`src/rtl/bced_ram.sv`:
```
// Generic simple dual-port RAM with registered read.
`timescale 1ns / 1ps

module bced_ram #(
   parameter int WIDTH = 8,
   parameter int DEPTH = 256
) (
   input  logic                     clock,
   input  logic                     wr_en,
   input  logic [$clog2(DEPTH)-1:0] wr_addr,
   input  logic [WIDTH-1:0]         wr_data,
   input  logic                     rd_en,
   input  logic [$clog2(DEPTH)-1:0] rd_addr,
   output logic [WIDTH-1:0]         rd_data
);

   logic [WIDTH-1:0] mem_ff [DEPTH];
   logic [WIDTH-1:0] rd_data_ff;

   // write port and registered read port; read during write returns old data
   always_ff @(posedge clock) begin
      if (wr_en) begin
         mem_ff[wr_addr] <= wr_data;
      end
      if (rd_en) begin
         rd_data_ff <= mem_ff[rd_addr];
      end
   end

   assign rd_data = rd_data_ff;

endmodule

```
`config.mk`:
```
export PLATFORM = sky130hd
export DESIGN_NAME = bced_ram
export DESIGN_NICKNAME = d
export VERILOG_FILES = /design/src/rtl/bced_ram.sv
export SDC_FILE = /design/constraint.sdc
export NUM_CORES = 2
export LEC_CHECK = 0
export ABC_CLOCK_PERIOD_IN_PS = 2600
export BUFFER_PORTS_ARGS = -buffer_cell sky130_fd_sc_hd__buf_2
export CELL_PAD_IN_SITES_DETAIL_PLACEMENT = 0
export CELL_PAD_IN_SITES_GLOBAL_PLACEMENT = 1
export CORE_ASPECT_RATIO = 0.8
export CORE_MARGIN = 8
export CORE_UTILIZATION = 55
export CTS_BUF_LIST = sky130_fd_sc_hd__clkbuf_8
export DETAILED_ROUTE_END_ITERATION = 16
export PLACE_DENSITY = 0.82
export REMOVE_ABC_BUFFERS = 1
export SYNTH_ARGS = -nofsm -noshare
export SYNTH_HDL_FRONTEND = slang
export SYNTH_SLANG_ARGS = --single-unit
export TNS_END_PERCENT = 5
```
`constraint.sdc`:
```
create_clock -name clock -period 2.6 [get_ports clock]
set_clock_uncertainty 0.15 [all_clocks]
set_input_delay 0 -clock clock [delete_from_list [all_inputs] [get_ports clock]]
set_output_delay 0 -clock clock [all_outputs]
set_load 0.02 [all_outputs]
```
# Word-level counts from Yosys, hierarchy flattened
# Memory sizes are Yosys's and may differ from the RTL's. A register that Yosys moved wholly into a read port is not among the register bits.
# Cells that the tools add are included.
[word_totals]
regBits = 0
memories = 1
ramBits = 2048
output_inout_bits = 8
[memory_table]
columns = ["name", "depth", "word_bits", "rd", "rd_ports_with_merged_regs", "wr", "line_no", "text"]
rows = [
  ["mem_ff", 256, 8, 1, 1, 1, "17", "logic [WIDTH-1:0] mem_ff [DEPTH];"],
]
[op_classes]
n_mux = 2
[op_table]
columns = ["cell", "n"]
rows = [
  ["1-bit 2-to-1 mux", 2],
]

# Longest topological paths before layout
[depth]
depth_word = 2
depth_mapped = 11

# Least setup slack after synthesis
# No wires, ideal clock.
[synth_timing]
path_type = "input port to flip-flop"
start = "input port rd_addr[0]"
end = "register rd_data_ff[2] (netlist: rd_data[2]), read port of mem_ff (data pin)"
arrival_time_ns = 1.807
setup_time_ns = 0.269
setup_slack_ns = 0.374
cell_stages = 9
path_cell_list = "buf_6 -> buf_12 -> buf_8 -> buf_2 -> mux4_2 -> a22oi_1 -> a21oi_1 -> nor4_1 -> nor4_2"
[synth_rtl]
columns = ["element", "line_no", "text"]
rows = [
  ["start, declared", "13", "input logic [$clog2(DEPTH)-1:0] rd_addr,"],
  ["end, declared", "18", "logic [WIDTH-1:0] rd_data_ff;"],
]

==> PnR_summary.wiki <==
{| class="wikitable"
! Metric !! Value
|-
| All-layer global routing usage || 25.18%
|-
| Latest clock arrival within the worst-skew pair || 1.04 ns
|-
| Hold Path Stages || 2
|-
| Final critical-path required period || 2.630 ns
|-
| TritonCTS clock tree || done
|-
| First-pass GRT wire length || 286.0 mm
|-
| Crit Path Class || flip-flop to flip-flop
|-
| Most instantiated flip-flop cell in the synthesis netlist || edfxtp_1
|-
| Switching share of total power || 22.26%
|-
| Worst setup SP type || flip-flop
|-
| Post-layout net count || 4481
|-
| Number of fillers in the final layout || 9573
|-
| Clock transition at the registers of the reported paths || 0.07 ns
|-
| Worst slack after detailed placement || -0.6275 ns
|-
| Pre-Repair DR Iteration Count || 7
|-
| Highest attainable clock frequency || 0.3803 GHz
|-
| Clock Sinks || 2056
|-
| Worst R2R Path Depth || 6
|-
| Final-layout worst hold slack || 0.05429 ns
|-
| #FFs+latches synth || 2056
|-
| Capture point of the critical path || rd_data[1]
|-
| Number of vias per cell after detailed routing || 6.330
|-
| Number of clock buffers inserted by TritonCTS || 316
|-
| Global placement routability congestion || 0.8664
|-
| Portion of total power attributed to the clock network || 37.7%
|-
| Die Area || 157300 um2
|-
| Largest fanout on the critical path || 1
|-
| Remaining max-slew budget at the tightest pin || 41.06%
|-
| Antenna violations before repair || 10
|-
| Share of the yosys chip area belonging to registers || 77.53%
|-
| Number of max-slew violations in the final report || 0
|-
| Timing startpoint of the critical path || mem_ff[128][1]
|-
| Final hold violation count || 0
|-
| Total power density per cell area || 704.0 nW/um2
|-
| Final critical-path setup slack || -0.02970 ns
|-
| Cell with the most instances after synthesis || edfxtp_1
|-
| H-tree depth reported by CTS || 5
|-
| Slack of the worst reg-to-reg path || -0.03 ns
|-
| Most frequent cells after synthesis || 2056 x edfxtp_1, 454 x mux4_2, 282 x nor2_1, 134 x mux2i_1, 133 x a22oi_1
|-
| EDFF count, synth || 2056
|-
| Vias in the first global route || 41590
|-
| Average footprint of a synthesized cell || 21.33 um2
|-
| Total number of cells along the worst setup path || 6
|-
| Unrepaired setup endpoints after global routing || true
|-
| Worst min-delay path class || primary input to flip-flop
|-
| Post-route ant nets || 0
|-
| Final wirelength || 199.1 mm
|-
| Family with the most delay on the worst path || multiplexers
|-
| R2r startpoint || mem_ff[128][1]
|-
| Clock root buffer || clkbuf_8
|-
| Proportion of layout cells with a drive suffix above 1 || 31.36%
|-
| Internal Power || 50370 uW
|-
| VDD IR max || 0.7076 mV
|-
| Capturing element type of the critical path || flip-flop
|-
| Cell type with the largest total area after synthesis || edfxtp_1
|-
| Initial Util || 55.11%
|-
| Result of the run || finished with violations
|-
| Count of distinct cell types in the synthesized netlist || 54
|-
| Slew at the pin closest to its max-slew limit || 0.8842 ns
|-
| Largest stage delay on the critical path || 0.52 ns
|-
| Critical Path, Cell by Cell || mux4_1 > mux4_2 > nor2_1 > a2111oi_1 > nor3_1 > nor4_1
|-
| Worst reg2reg endpoint || rd_data[1]
|-
| CP Data Required Time || 3.18 ns
|-
| Max-Cap Viols || 0
|-
| Data arrival, critical path || 3.21 ns
|-
| Estimated wirelength of the detail-placed design || 124.2 mm
|-
| Violations in the final reports || setup timing
|-
| Part of the power in combinational logic || 5.8%
|-
| Iter 0 DRT Violations || 5959
|-
| Net Switching || 14420 uW
|-
| Netlist Area Pre-Place || 79640 um2
|-
| Detailed-route DRC error count || 0
|-
| Number of instances in the synthesized netlist || 3733
|-
| Warnings from Yosys || 0
|-
| Power share of the sequential group || 56.5%
|-
| Biggest area contributors in the synthesized netlist || edfxtp_1 78%, mux4_2 13%, mux2i_1 1.7%
|-
| Proportion of register bits with asynchronous set or reset after synthesis || 0%
|-
| Via Count || 41640
|-
| Die W || 441.4 um
|-
| Die height || 356.3 um
|-
| Worst path bufs/invs || 0
|-
| Wirelength per Cell || 30.26 um
|-
| Fraction of synthesized cell area taken by the top area cell type || 77.53%
|-
| # rows || 125
|-
| Final Cycle Share || 101.1%
|-
| Largest net degree at the start of global routing || 115
|-
| Top Ports || 35
|-
| Number of buffers on the longest clock path || 4
|-
| Syn-to-layout area delta || 15.55%
|-
| IO buf count || 34
|-
| Total setup violations reported at the end of the flow || 1
|-
| Cell with the largest stage delay on the worst path || mux4_1
|-
| Critical hold path startpoint || wr_data[1]
|-
| Total global routing overflow || 0
|-
| Leak pwr || 0.03000 uW
|-
| Area of the core region || 144500 um2
|}
## sequential cells by signal, summed over array words and instances (netlist names)
signal   flops
mem_ff    2048
rd_data      8
## stage by stage
stage / total power, uW / TNS (ns) / cells / cell area, um2 / util (%)
finish: 64780 / -0.02970 / 6578 / 92020 / 63.68
global route: 66550 / -0.08973 / 6574 / 92010 / 63.67
CTS: 65070 / -0.0005107 / 6573 / 91940 / 63.62
detailed placement: 40920 / -3.623 / 6004 / 85930 / 59.46
global placement: 40840 / -3.336 / 6004 / 85930 / 59.46
floorplan: 38580 / -0.1198 / 3500 / 78190 / -
## cells by family (layout without fill, tap and decap cells)
group,Yosys count,count (layout),share of synthesized area [%]
and+or+nand+nor,466,466,2.625
other,0,5,0
buffers and inverters,235,1170,1.829
AOI/OAI and AO/OA,385,385,3.416
DFF,2056,2056,77.53
muxes,591,591,14.60
## power by group through the flow
stage                     Combinational [uW]  Sequential, uW  Clock [uW]
after CTS                               3710           36600       24800
after global placement                  3550           37300           0
after detailed placement                3620           37300           0
after global routing                    3930           36600       26000
final                                   3760           36600       24400
after floorplan                         1280           37300           0
## placed cells by master (no fill, tap or decap), types with 10 or more instances in the layout
cell type	count
edfxtp_1	2056
buf_4	502
mux4_2	454
clkbuf_8	330
nor2_1	279
mux2i_1	134
a22oi_1	133
inv_1	98
a21oi_1	96
clkinv_1	64
buf_12	64
o221ai_1	46
dlygate4sd3_1	35
nand3_1	34
nand2_1	33
o22ai_1	28
nor2b_1	28
clkinv_2	28
buf_2	23
nor4_1	17
nor3_1	16
a211oi_1	15
clkinvlp_4	12
nand4_1	10
o211ai_1	10
o21ai_0	10
## worst min-delay path by stage
stage	to
finish	mem_ff[55][1]
global route	mem_ff[52][1]
CTS	rd_data[5]
detailed placement	rd_data[3]
global placement	rd_data[5]
floorplan	mem_ff[0][0]
## layer usage
| layer | vias to the layer above | part of all wire [%] | global-route usage [%] |
|---|---|---|---|
| li1 | 17160 | - | - |
| met1 | 21340 | 38 | 35.30 |
| met2 | 2704 | 46 | 37.52 |
| met3 | 429 | 13 | 7.933 |
| met4 | 8 | 3.7 | 9.500 |
| met5 | - | 0.036 | 0 |
## cell type report
class | instances | area [um2] | area share [%]
antenna | 5 | 12.51 | 0.01360
clock buffer | 322 | 4432 | 4.816
clock inverter | 210 | 1110 | 1.206
inverter | 2 | 7.507 | 0.008158
multi-input combinational | 1442 | 16630 | 18.07
sequential | 2056 | 61740 | 67.09
tap | 1905 | 2384 | 2.590
timing repair buffer | 636 | 5710 | 6.206
## repair_timing
| action | in CTS | in global routing |
|---|---|---|
| gates resized for setup | 11 | 10 |
| hold endpoints to repair | 3886 | 0 |
| hold buffers | 37 | 0 |
| endpoints found under the setup margin | 7 | 6 |
| pin swaps | 2 | 4 |
| buffers inserted | 0 | 0 |
No activity file was read; power rests on OpenSTA's default activity.
