File: src/rtl/bced_pkg.sv
// Package: shared constants, codes and word types of the binary cross erode/dilate unit.
`timescale 1ns / 1ps

package bced_pkg;

   // frame size limits
   localparam int MAX_WIDTH  = 1024;
   localparam int MAX_HEIGHT = 4096;
   localparam int MAX_RADIUS = 7;

   // fixed field widths
   localparam int WIDTH_W    = 11;
   localparam int HEIGHT_W   = 13;
   localparam int RADIUS_W   = 3;
   localparam int PIXEL_W    = 8;
   localparam int CSR_DATA_W = 13;

   // derived widths
   localparam int COL_W  = $clog2(MAX_WIDTH);
   localparam int ROW_W  = $clog2(MAX_HEIGHT + 2 * MAX_RADIUS + 1);
   localparam int HIST_W = 2 * MAX_RADIUS;
   localparam int WIN_W  = 2 * MAX_RADIUS + 1;
   localparam int VDLY_W = MAX_RADIUS + 1;
   localparam int CNT_W  = $clog2(MAX_WIDTH * MAX_HEIGHT + MAX_RADIUS * MAX_WIDTH
                                  + MAX_RADIUS + 1);
   localparam int LAG_W  = $clog2(MAX_RADIUS * MAX_WIDTH + MAX_RADIUS + 1);

   // register reset values
   localparam logic [WIDTH_W-1:0]  RST_FRAME_WIDTH   = 11'd1024;
   localparam logic [HEIGHT_W-1:0] RST_FRAME_HEIGHT  = 13'd1024;
   localparam logic [RADIUS_W-1:0] RST_KERNEL_RADIUS = 3'd1;

   // operation and item codes
   localparam logic OP_ERODE   = 1'b0;
   localparam logic OP_DILATE  = 1'b1;
   localparam logic MODE_PIXEL = 1'b0;
   localparam logic MODE_DRAIN = 1'b1;

   typedef enum logic [1:0] {
      CSR_FRAME_WIDTH   = 2'd0,
      CSR_FRAME_HEIGHT  = 2'd1,
      CSR_KERNEL_RADIUS = 2'd2,
      CSR_OPERATION     = 2'd3
   } csr_index_type;

   typedef struct packed {
      logic [WIDTH_W-1:0]  width;
      logic [HEIGHT_W-1:0] height;
      logic [RADIUS_W-1:0] radius;
      logic                operation;
   } frame_cfg_type;

   typedef struct packed {
      logic               mode;
      logic [PIXEL_W-1:0] pixel_value;
   } req_word_type;

   typedef struct packed {
      logic mask_bit;
      logic frame_last;
   } rsp_word_type;

   // one effective item handed from the front end to the filter stage
   typedef struct packed {
      logic             pix;
      logic [COL_W-1:0] col;
      logic [ROW_W-1:0] row;
      logic             emit;
      logic             last;
   } stage_item_type;

endpackage

File: src/rtl/bced_ctrl.sv
// Front end: frame parameter latch, input position counters and item classification.
`timescale 1ns / 1ps

module bced_ctrl (
   input  logic                     clock,
   input  logic                     reset,
   input  bced_pkg::frame_cfg_type  csr_cfg,
   input  logic                     req_valid,
   input  bced_pkg::req_word_type   req_word,
   output logic                     req_stall,
   input  logic                     s1_hold,
   output logic                     load,
   output bced_pkg::stage_item_type item,
   output bced_pkg::frame_cfg_type  frame_cfg
);

   import bced_pkg::*;

   localparam int AREA_W = WIDTH_W + HEIGHT_W;
   localparam int LPRD_W = RADIUS_W + WIDTH_W;

   frame_cfg_type    fresh, use_cfg, cur_ff, cur_in;
   logic [CNT_W-1:0] n_ff, n_in, total_m1_ff, total_m1_in;
   logic [LAG_W-1:0] lag_ff, lag_in;
   logic [COL_W-1:0] col_ff, col_in;
   logic [ROW_W-1:0] row_ff, row_in;
   logic [AREA_W-1:0] area;
   logic [LPRD_W-1:0] lag_full;
   logic accept, frame_start, past_end, pix_ok, drain_ok, effective;
   logic emit, last, col_wrap;

   // clamp the written registers into the supported range
   always_comb begin
      fresh = csr_cfg;
      if (csr_cfg.width == '0) begin
         fresh.width = WIDTH_W'(1);
      end else if (csr_cfg.width > WIDTH_W'(MAX_WIDTH)) begin
         fresh.width = WIDTH_W'(MAX_WIDTH);
      end
      if (csr_cfg.height == '0) begin
         fresh.height = HEIGHT_W'(1);
      end else if (csr_cfg.height > HEIGHT_W'(MAX_HEIGHT)) begin
         fresh.height = HEIGHT_W'(MAX_HEIGHT);
      end
      if (csr_cfg.radius > RADIUS_W'(MAX_RADIUS)) begin
         fresh.radius = RADIUS_W'(MAX_RADIUS);
      end
   end

   // frame size and lag for the latch
   assign area     = AREA_W'(fresh.width) * AREA_W'(fresh.height);
   assign lag_full = LPRD_W'(fresh.radius) * LPRD_W'(fresh.width) + LPRD_W'(fresh.radius);

   assign frame_start = (n_ff == '0);
   assign use_cfg     = frame_start ? fresh : cur_ff;
   assign req_stall   = s1_hold;
   assign accept      = req_valid && !req_stall;

   // classify the word: pixels only before the frame is full, drains only after
   assign past_end  = !frame_start && (n_ff > total_m1_ff);
   assign pix_ok    = (req_word.mode == MODE_PIXEL) && !past_end;
   assign drain_ok  = (req_word.mode == MODE_DRAIN) && past_end;
   assign effective = accept && (pix_ok || drain_ok);

   // at frame start the lag and end tests reduce to the fresh parameters
   always_comb begin
      if (frame_start) begin
         emit = (fresh.radius == '0);
         last = (fresh.radius == '0) && (fresh.width == WIDTH_W'(1))
                && (fresh.height == HEIGHT_W'(1));
      end else begin
         emit = (n_ff >= CNT_W'(lag_ff));
         last = ((n_ff - CNT_W'(lag_ff)) == total_m1_ff);
      end
   end

   assign col_wrap = ((WIDTH_W'(col_ff) + WIDTH_W'(1)) == use_cfg.width);

   // next state
   always_comb begin
      cur_in      = cur_ff;
      total_m1_in = total_m1_ff;
      lag_in      = lag_ff;
      n_in        = n_ff;
      col_in      = col_ff;
      row_in      = row_ff;
      if (accept && frame_start) begin
         cur_in      = fresh;
         total_m1_in = CNT_W'(area - AREA_W'(1));
         lag_in      = LAG_W'(lag_full);
      end
      if (effective) begin
         if (last) begin
            n_in   = '0;
            col_in = '0;
            row_in = '0;
         end else begin
            n_in = n_ff + CNT_W'(1);
            if (col_wrap) begin
               col_in = '0;
               row_in = row_ff + ROW_W'(1);
            end else begin
               col_in = col_ff + COL_W'(1);
            end
         end
      end
   end

   always_ff @(posedge clock) begin
      if (reset) begin
         cur_ff      <= '{width: RST_FRAME_WIDTH, height: RST_FRAME_HEIGHT,
                          radius: RST_KERNEL_RADIUS, operation: OP_ERODE};
         total_m1_ff <= '0;
         lag_ff      <= '0;
         n_ff        <= '0;
         col_ff      <= '0;
         row_ff      <= '0;
      end else begin
         cur_ff      <= cur_in;
         total_m1_ff <= total_m1_in;
         lag_ff      <= lag_in;
         n_ff        <= n_in;
         col_ff      <= col_in;
         row_ff      <= row_in;
      end
   end

   // hand the item to the filter stage
   assign load      = effective;
   assign item.pix  = (req_word.mode == MODE_PIXEL) && (|req_word.pixel_value);
   assign item.col  = col_ff;
   assign item.row  = row_ff;
   assign item.emit = emit;
   assign item.last = last;
   assign frame_cfg = cur_ff;

endmodule

File: config.mk
export PLATFORM = sky130hd
export DESIGN_NAME = bced_ctrl
export DESIGN_NICKNAME = d
export VERILOG_FILES = /design/src/rtl/bced_pkg.sv /design/src/rtl/bced_ctrl.sv
export SDC_FILE = /design/constraint.sdc
export NUM_CORES = 1
export LEC_CHECK = 0
export BUFFER_PORTS_ARGS = -buffer_cell sky130_fd_sc_hd__buf_2
export CORE_UTILIZATION = 40
export CTS_CLUSTER_SIZE = 28
export DETAILED_ROUTE_END_ITERATION = 16
export GPL_TIMING_DRIVEN = 0
export PLACE_DENSITY_LB_ADDON = 0.25
export SYNTH_ARGS = -nofsm -noshare
export SYNTH_HDL_FRONTEND = slang
export SYNTH_SLANG_ARGS = --single-unit
export TNS_END_PERCENT = 20
File: constraint.sdc
create_clock -name clock -period 7.6 [get_ports clock]
set_input_delay 1.52 -clock clock [delete_from_list [all_inputs] [get_ports clock]]
set_output_delay 1.52 -clock clock [all_outputs]
set_load 0.01 [all_outputs]
# Word-level counts from Yosys, hierarchy flattened
# Cells that the tools add are included.
# op_classes
n_mux	13
n_eq_ne	4
n_mul	2
n_addsub	7
bitwise_logic	1
order_cmp	5
reduce_logical	20
# op_table
op	n
$mux W13	4
$mux W28	1
$add A23 B1 Y23 const B	1
$eq A23 B23 Y1	1
$ge A23 B13 Y1	1
$gt A23 B23 Y1	1
$logic_not A23 Y1	1
$mul A11 B13 Y23	1
$mux W23	1
$sub A23 B1 Y23 const B	1
$sub A23 B13 Y23	1
$mux W11	2
$mux W10	2
$add A13 B1 Y13 const B	1
$add A13 B3 Y13	1
$eq A13 B1 Y1 const B	1
$gt A13 B13 Y1 const B	1
$logic_not A13 Y1	1
$mul A3 B11 Y13	1
$add A10 B1 Y11 const B	1
$eq A11 B1 Y1 const B	1
$eq A11 B11 Y1	1
$gt A11 B11 Y1 const B	1
$logic_not A11 Y1	1
12 further kinds	23
# word_totals
out_inout_bits	56
inputBits	41
regBits	110

# Longest topological paths before layout
# Gate-level depths: netlist of run 1.
# depth
word_depth	9
ltp_mapped	26
depth_no_buf	26

# Worst setup path before layout of run 1
# Ideal clock, no wire load.
# synth_timing
kind	input -> register
startpoint	input csr_cfg[27] (netlist name)
endpoint	register total_m1_ff[22]
t_arrival_ns	6.962
t_required_ns	7.467
slack_ns	0.505
path_buffers	3
path_stages	23
path_cell_list	clkbuf_1 > nor2b_1 > clkbuf_1 > clkbuf_1 > nand2_1 > fa_1 > fa_1 > inv_1 > fa_1 > fa_1 > inv_1 > fa_1 > inv_1 > ha_1 > or3_1 > a21oi_1 > o21bai_1 > a41oi_1 > a311oi_1 > a21oi_1 > o21ai_0 > a2111oi_0 > nor3_1
# synth_between
elab_chain_len	5
elab_cells_between_ends	6
# synth_lines
item	line	rtl
start: declaration	bced_ctrl.sv:7	input bced_pkg::frame_cfg_type csr_cfg,
$gt A11 B11 Y1	bced_ctrl.sv:37	end else if (csr_cfg.width > WIDTH_W'(MAX_WIDTH)) begin
$mux W11	bced_ctrl.sv:37	
$mux W11 *	bced_ctrl.sv:35	if (csr_cfg.width == '0) begin
$mul A11 B13 Y23 *	bced_ctrl.sv:51	assign area = AREA_W'(fresh.width) * AREA_W'(fresh.height);
$sub A23 B1 Y23 *	bced_ctrl.sv:89	total_m1_in = CNT_W'(area - AREA_W'(1));
end signal: assignment	bced_ctrl.sv:120	total_m1_ff <= total_m1_in;
end: declaration	bced_ctrl.sv:23	logic [CNT_W-1:0] n_ff, n_in, total_m1_ff, total_m1_in;
# Every way passes the cells marked *; elsewhere a longest branch is shown, timed or not.
# A chain may end at the register's enable or synchronous reset.

# Final worst setup path of run 1
# layout_timing
startpoint	input csr_cfg[16] (netlist name)
endpoint	register total_m1_ff[21]
# layout_between
elab_chain_len	5
elab_cells_between_ends	6
# layout_lines
item	line	rtl
$gt A13 B13 Y1	bced_ctrl.sv:42	end else if (csr_cfg.height > HEIGHT_W'(MAX_HEIGHT)) begin
$mux W13	bced_ctrl.sv:42	
$mux W13 *	bced_ctrl.sv:40	if (csr_cfg.height == '0) begin
$mul A11 B13 Y23 *	bced_ctrl.sv:51	
$sub A23 B1 Y23 *	bced_ctrl.sv:89	
# Marks and branches as above.

==> results_dict.tcl, run 1 <==
set metrics [dict create \
    p_int_mw 1.49 \
    placed_area_mm2 0.0143 \
    via_per_inst 5.33 \
    grt_pass1_vias 11800 \
    port_buffers 95 \
    cellPowerDensity_mw_per_mm2 185 \
    drt_first_pass_iters 5 \
    ys_types 71 \
    die_x_um 184 \
    drv_slew 0 \
    syn_to_final_growth_pct 11.0 \
    hold_viol 0 \
    syn_area_per_cell_um2 7.73 \
    wl_per_cell_um 17.5 \
    fin_area_mm2 0.0147 \
    cts_root_buf "clkbuf_16" \
    boundaryPins 97 \
    pwr-share-clk_pct 18.4 \
    worst_pin_slew_ps 863 \
    ctsHtreeMaxLevel 3 \
    clockBufferDepth 2 \
    swShare_pct 45.1 \
    finalSetupViolations 0 \
    place.gp.congestion 0.937 \
    synth.largest_area_cell "fa_1" \
    hold_path_class "flip-flop to flip-flop" \
    dieArea_mm2 0.0338 \
    clk_pin_slew_worst_paths_ps 80 \
    power_frac_seq_pct 25.4 \
    synth-main-ff-cell "dfxtp_1" \
    drt-initial-drc-count 769 \
    gr-total-overflow 0 \
    clock-sinks 110 \
    cp-startpoint "csr_cfg[16]" \
    whs_ps 453 \
    ys_seq_elements 110 \
    syn_inst 1712 \
    tns_ps 0 \
    fin_ws_ps 185 \
    fin_cells 2264 \
    clock_skew_ps 15.4 \
    cts_tree "built" \
    crit_arrival_ps 7640 \
    fmax_mhz 135 \
    fin_crit_ps 7420 \
    place_ws_ps -1020 \
    ant_nets 0 \
    yosys-top-cells-area "fa_1 (18%), dfxtp_1 (17%), ha_1 (12%), nand2_1 (8.1%), inv_1 (6.4%)" \
    dp_hpwl_um 32400 \
    power_leakage_nw 6.81 \
    nNetsFinal 2100 \
    antenna_found_initial 0 \
    critPathKind "input pin to flip-flop" \
    antennaDiodeCount 0 \
    slew_headroom_pct 42.0 \
    synth-edff-count 0 \
    std_cell_rows 66 \
    async_flop_share_pct 0 \
    via_count 12100 \
    status "finished, final reports clean" \
    grt_pass1_wl_um 62500 \
    grt_usage_pct 23.9 \
    synth_warnings 0 \
    core_area_mm2 0.0325 \
    syn_area_mm2 0.0132 \
    hp-start "frame_cfg[5]" \
    die_h_um 184 \
    r2r_start "n_ff[9]" \
    clk_latency_ps 370 \
    synth_top_cell_area_share_pct 17.8 \
    ir_worst_vdd_uv 136 \
    p_comb_share_pct 56.2 \
    fin_crit_sh_pct 97.6 \
    initial_core_util_pct 40.7 \
    switchingPower_mw 1.22 \
    drcViolationCount 0 \
    grt_max_degree 19 \
    final_util_pct 45.2 \
    totalPowerFinal_mw 2.71 \
    dp.cells 2249 \
    synth_seq_area_share_pct 16.6 \
    cts_buffers 9 \
    synth_nets 1995 \
    drive_above_1_share_pct 10.5 \
    end_kind "flip-flop" \
    critPathLaunchType "input pin" \
    routed_wl_um 39500 \
    drv_cap 0 \
    cts_hold_buf 0 \
    crit_fanout 10 \
    required_ps 7830 \
]
## timing repair
item / in CTS / in global routing
pin swaps: 1 / 6
buffers inserted: 0 / 4
endpoints found under the setup margin: 7 / 4
endpoints found under the hold margin: 0 / 0
resized for setup: 21 / 36
## path summary, 6_finish.rpt
path                                   endpoint  slack [ps]  cells past startpoint
worst min register to register     frame_cfg[5]         450                      2
worst max register to register         n_ff[20]        3040                     13
worst max-delay path            total_m1_ff[21]         180                     23
worst min-delay path               frame_cfg[5]         450                      2
## cell usage after synthesis, types with 21 or more instances
library cell / n
a21oi_1: 100
and2_1: 22
and3_1: 26
clkbuf_1: 65
dfxtp_1: 110
fa_1: 118
ha_1: 124
inv_1: 227
nand2_1: 285
nand2b_1: 22
nand3_1: 34
nor2_1: 140
nor2b_1: 30
nor3_1: 23
nor4_1: 21
o21ai_0: 27
xnor2_1: 71
xor2_1: 39
## power by group through the flow
stage                     logic [mW]  registers [mW]  clock network, mW
after global placement          1.49           0.699                  0
after floorplan                 1.10           0.676                  0
after global routing            1.71           0.693              0.534
after CTS                       1.51           0.687              0.506
final                           1.52           0.688              0.499
after detailed placement        1.49           0.700                  0
## layout by cell type, fill, tap and decap left out, drive strengths merged, types with 28 or more instances in the layout
master / Yosys / routed
a21oi: 100 / 100
buf: 26 / 127
clkbuf: 66 / 69
dfxtp: 110 / 110
fa: 118 / 118
ha: 124 / 124
inv: 227 / 229
nand2: 286 / 286
nand3: 34 / 34
nor2: 140 / 140
nor2b: 30 / 30
o21ai: 28 / 28
xnor2: 71 / 71
xor2: 39 / 39
## layout make-up
| cell class | count | area [µm²] |
|---|---|---|
| multi-input combinational | 1283 | 9860 |
| inverter | 227 | 852 |
| clock buffer | 10 | 229 |
| timing repair buffer | 99 | 505 |
| sequential | 110 | 2200 |
| buffer | 87 | 420 |
| tap | 442 | 553 |
| clock inverter | 6 | 70.1 |
| fill | 3349 | 17800 |
## registers in the layout, indices dropped and copies added (netlist names)
signal       count
frame_cfg       28
n_ff            23
total_m1_ff     23
lag_ff          13
row_ff          13
col_ff          10
## logic make-up after synthesis
group	count (synthesis)	share of synthesized area, %
simple gates	675	24.1
buf+inv	319	9.50
compound gates	245	12.1
fa+ha+maj	242	29.6
xor+xnor	110	7.28
flops	110	16.6
mux	11	0.851
## metal layers
metal  share of wire [%]  routed length [µm]  track usage, %
met2                  46               18100            38.5
met3                 5.2                2060            2.77
met1                  45               17800            31.9
met5                   0                   0               0
met4                 4.2                1650            11.2
## critical path: stages
cell and delay, ps:
buf_2 200, clkbuf_2 310, clkbuf_2 340, nand2b_1 180
nor2_1 70, fa_1 590, fa_1 460, fa_1 560
fa_1 580, inv_1 70, fa_1 530, inv_1 40
ha_1 360, a21o_1 220, a21oi_1 160, o21ai_0 100
a21oi_1 190, o21ai_2 90, a21o_1 240, a21oi_2 180
o21ai_0 150, xnor2_1 390, o31ai_1 110
(Power assumes the default switching activity.)
==> run 2: changes to the inputs <==
- ABC_AREA: default -> 1
- REMOVE_ABC_BUFFERS: default -> 1
==> run 2 against run 1 <==
  * Global-route usage up 0.61 points
  * Fmax barely moved
  * Wire length up 10%
==> results_dict.tcl, run 2 <==
set metrics [dict create \
    status "finished, final reports clean" \
    largest_register_ff_count 28 \
    required_ps 7920 \
    gr-total-overflow 0 \
    wl_per_cell_um 16.2 \
    crit_arrival_ps 7730 \
    cts_hold_buf 0 \
    synth-edff-count 0 \
    placed_area_mm2 0.0152 \
    r2r_start "total_m1_ff[19]" \
    via_per_inst 5.10 \
    hold_viol 0 \
    rsz0062_at_grt "yes" \
    synth_warnings 0 \
    power_leakage_nw 8.10 \
    cts_root_buf "clkbuf_16" \
    dieArea_mm2 0.0368 \
    syn_area_per_cell_um2 6.65 \
    clock-sinks 110 \
    clock_skew_ps 20.2 \
    drt_first_pass_iters 8 \
    cp_common_cell "inv_1" \
    hold_path_class "flip-flop to flip-flop" \
    cts_buffers 9 \
    ys_top_cells_by_count "nand2_1 (522), inv_1 (402), nor2_1 (218)" \
    syn_area_mm2 0.0144 \
    drv_cap 0 \
    grt_pass1_wl_um 69800 \
    synth_top_cell_area_share_pct 16.4 \
    critPathLaunchType "input pin" \
    cts_tree "built" \
    crit_fanout 10 \
    final_cell_mix "nand2_1 (518), inv_1 (394), nor2_1 (215)" \
    die_x_um 192 \
    whs_ps 459 \
    hp-start "frame_cfg[1]" \
    finalSetupViolations 0 \
    cpPeakStageDelay_ps 550 \
    ys_types 47 \
    synth_seq_area_share_pct 15.3 \
    tns_ps 0 \
    clk_latency_ps 390 \
    yosysMostFrequentCell "nand2_1" \
    drt-initial-drc-count 945 \
    synth.largest_area_cell "fa_1" \
    core_area_mm2 0.0355 \
    clockBufferDepth 2 \
    antenna_found_initial 1 \
    drive_above_1_share_pct 9.56 \
    dp_hpwl_um 34800 \
    critPathKind "input pin to flip-flop" \
    syn_inst 2168 \
    drcViolationCount 0 \
    rrSetupSlack_ps 3600 \
    fin_area_mm2 0.0157 \
    end_kind "flip-flop" \
    grt_pass1_vias 13400 \
    async_flop_share_pct 0 \
    ir_worst_vdd_uv 113 \
    ctsHtreeMaxLevel 3 \
    synth-main-ff-cell "dfxtp_1" \
    syn_to_final_growth_pct 8.65 \
    ys_seq_elements 110 \
    fin_crit_ps 7410 \
    ant_nets 0 \
    drv_slew 0 \
    place.gp.congestion 0.949 \
    routed_wl_um 43600 \
    grt_max_degree 50 \
    fmax_mhz 135 \
    cp-startpoint "csr_cfg[12]" \
    worst_pin_slew_ps 1310 \
    antennaDiodeCount 0 \
    final_common_cell "nand2_1" \
    clk_pin_slew_worst_paths_ps 80 \
    die_h_um 192 \
    initial_core_util_pct 40.6 \
    std_cell_rows 69 \
    yosys-top-cells-area "fa_1 (16%), dfxtp_1 (15%), nand2_1 (14%), ha_1 (11%), inv_1 (10%)" \
    grt_usage_pct 24.5 \
    nNetsFinal 2507 \
    cellPowerDensity_mw_per_mm2 164 \
    slew_headroom_pct 12.5 \
    fin_crit_sh_pct 97.5 \
    boundaryPins 97 \
    via_count 13700 \
    port_buffers 96 \
    cpMaxStageDelayCell "fa_1" \
]
==> run 2: cell types whose count changed after synthesis, moves of 24 or more <==
cell / change
a21oi_1: +32
nand2_1: +237
nand3_1: +90
and3_1: -26
xnor2_1: -45
o21ai_0: +60
nand4_1: +24
nor2b_1: -30
inv_1: +175
nor2_1: +78
clkbuf_1: -28
==> run 2: kinds of logic after synthesis <==
kind of cell	Yosys count	share of synthesized area (%)
XOR/XNOR	72	4.48
AO/OA/AOI/OAI	247	9.14
buffers and inverters	479	13.0
adder cells (fa/ha/maj)	242	27.1
AND/OR/NAND/NOR	1018	30.9
flip-flops	110	15.3
==> run 2: critical path, delay by kind of cell <==
family | cells | cell delay [ps]
adder cells (fa/ha/maj) | 6 | 2980
AND/OR/NAND/NOR | 13 | 1920
buffers and inverters | 8 | 820
XOR/XNOR | 1 | 260
AO/OA/AOI/OAI | 2 | 190
==> run 2: layout make-up <==
| cell class | count | area (µm²) |
|---|---|---|
| Clock buffer | 10 | 239 |
| Clock inverter | 6 | 68.8 |
| Fill cell | 3711 | 19800 |
| Inverter | 420 | 1600 |
| Multi-Input combinational cell | 1579 | 10400 |
| Sequential cell | 110 | 2200 |
| Tap cell | 461 | 577 |
| Timing Repair Buffer | 104 | 581 |
==> run 2: path summary, 6_finish.rpt <==
kind,endpoint,cells past startpoint
worst max-delay path,total_m1_ff[22],30
worst min-delay path,frame_cfg[1],2
worst max register to register,n_ff[17],15
worst min register to register,frame_cfg[1],2
==> run 2: metrics by stage <==
step                power [mW]  std cells  utilization, %  worst slack [ps]
finish                    2.56       2690            44.1               187
global route              2.79       2690            44.1              -159
CTS                       2.56       2684            43.8             -40.4
detailed placement        2.02       2668            42.9              -763
global placement          2.00       2666            42.8              -747
floorplan                 1.65       2109               -               831
==> run 2: where the power goes <==
| group | internal (mW) | total (mW) | switching [mW] | leakage, nW |
|---|---|---|---|---|
| Sequential | 0.611 | 0.641 | 0.0307 | 0.897 |
| Clock | 0.268 | 0.529 | 0.261 | 0.149 |
| Combinational | 0.497 | 1.39 | 0.896 | 7.05 |
==> run 2: what timing repair did <==
action / in CTS / in global routing
pin swaps: 0 / 0
setup buffers: 0 / 6
endpoints found under the setup margin: 6 / 8
gates resized for setup: 3 / 21
==> run 2: metal layers <==
metal | GRT usage, % | wire, µm | vias up | share of wire (%)
met5 | 0 | 13 | - | 0.030
met4 | 7.33 | 983 | 2 | 2.3
met3 | 2.43 | 2150 | 56 | 4.9
met2 | 40.9 | 19900 | 342 | 46
met1 | 33.2 | 20600 | 6460 | 47
li1 | - | - | 6868 | -
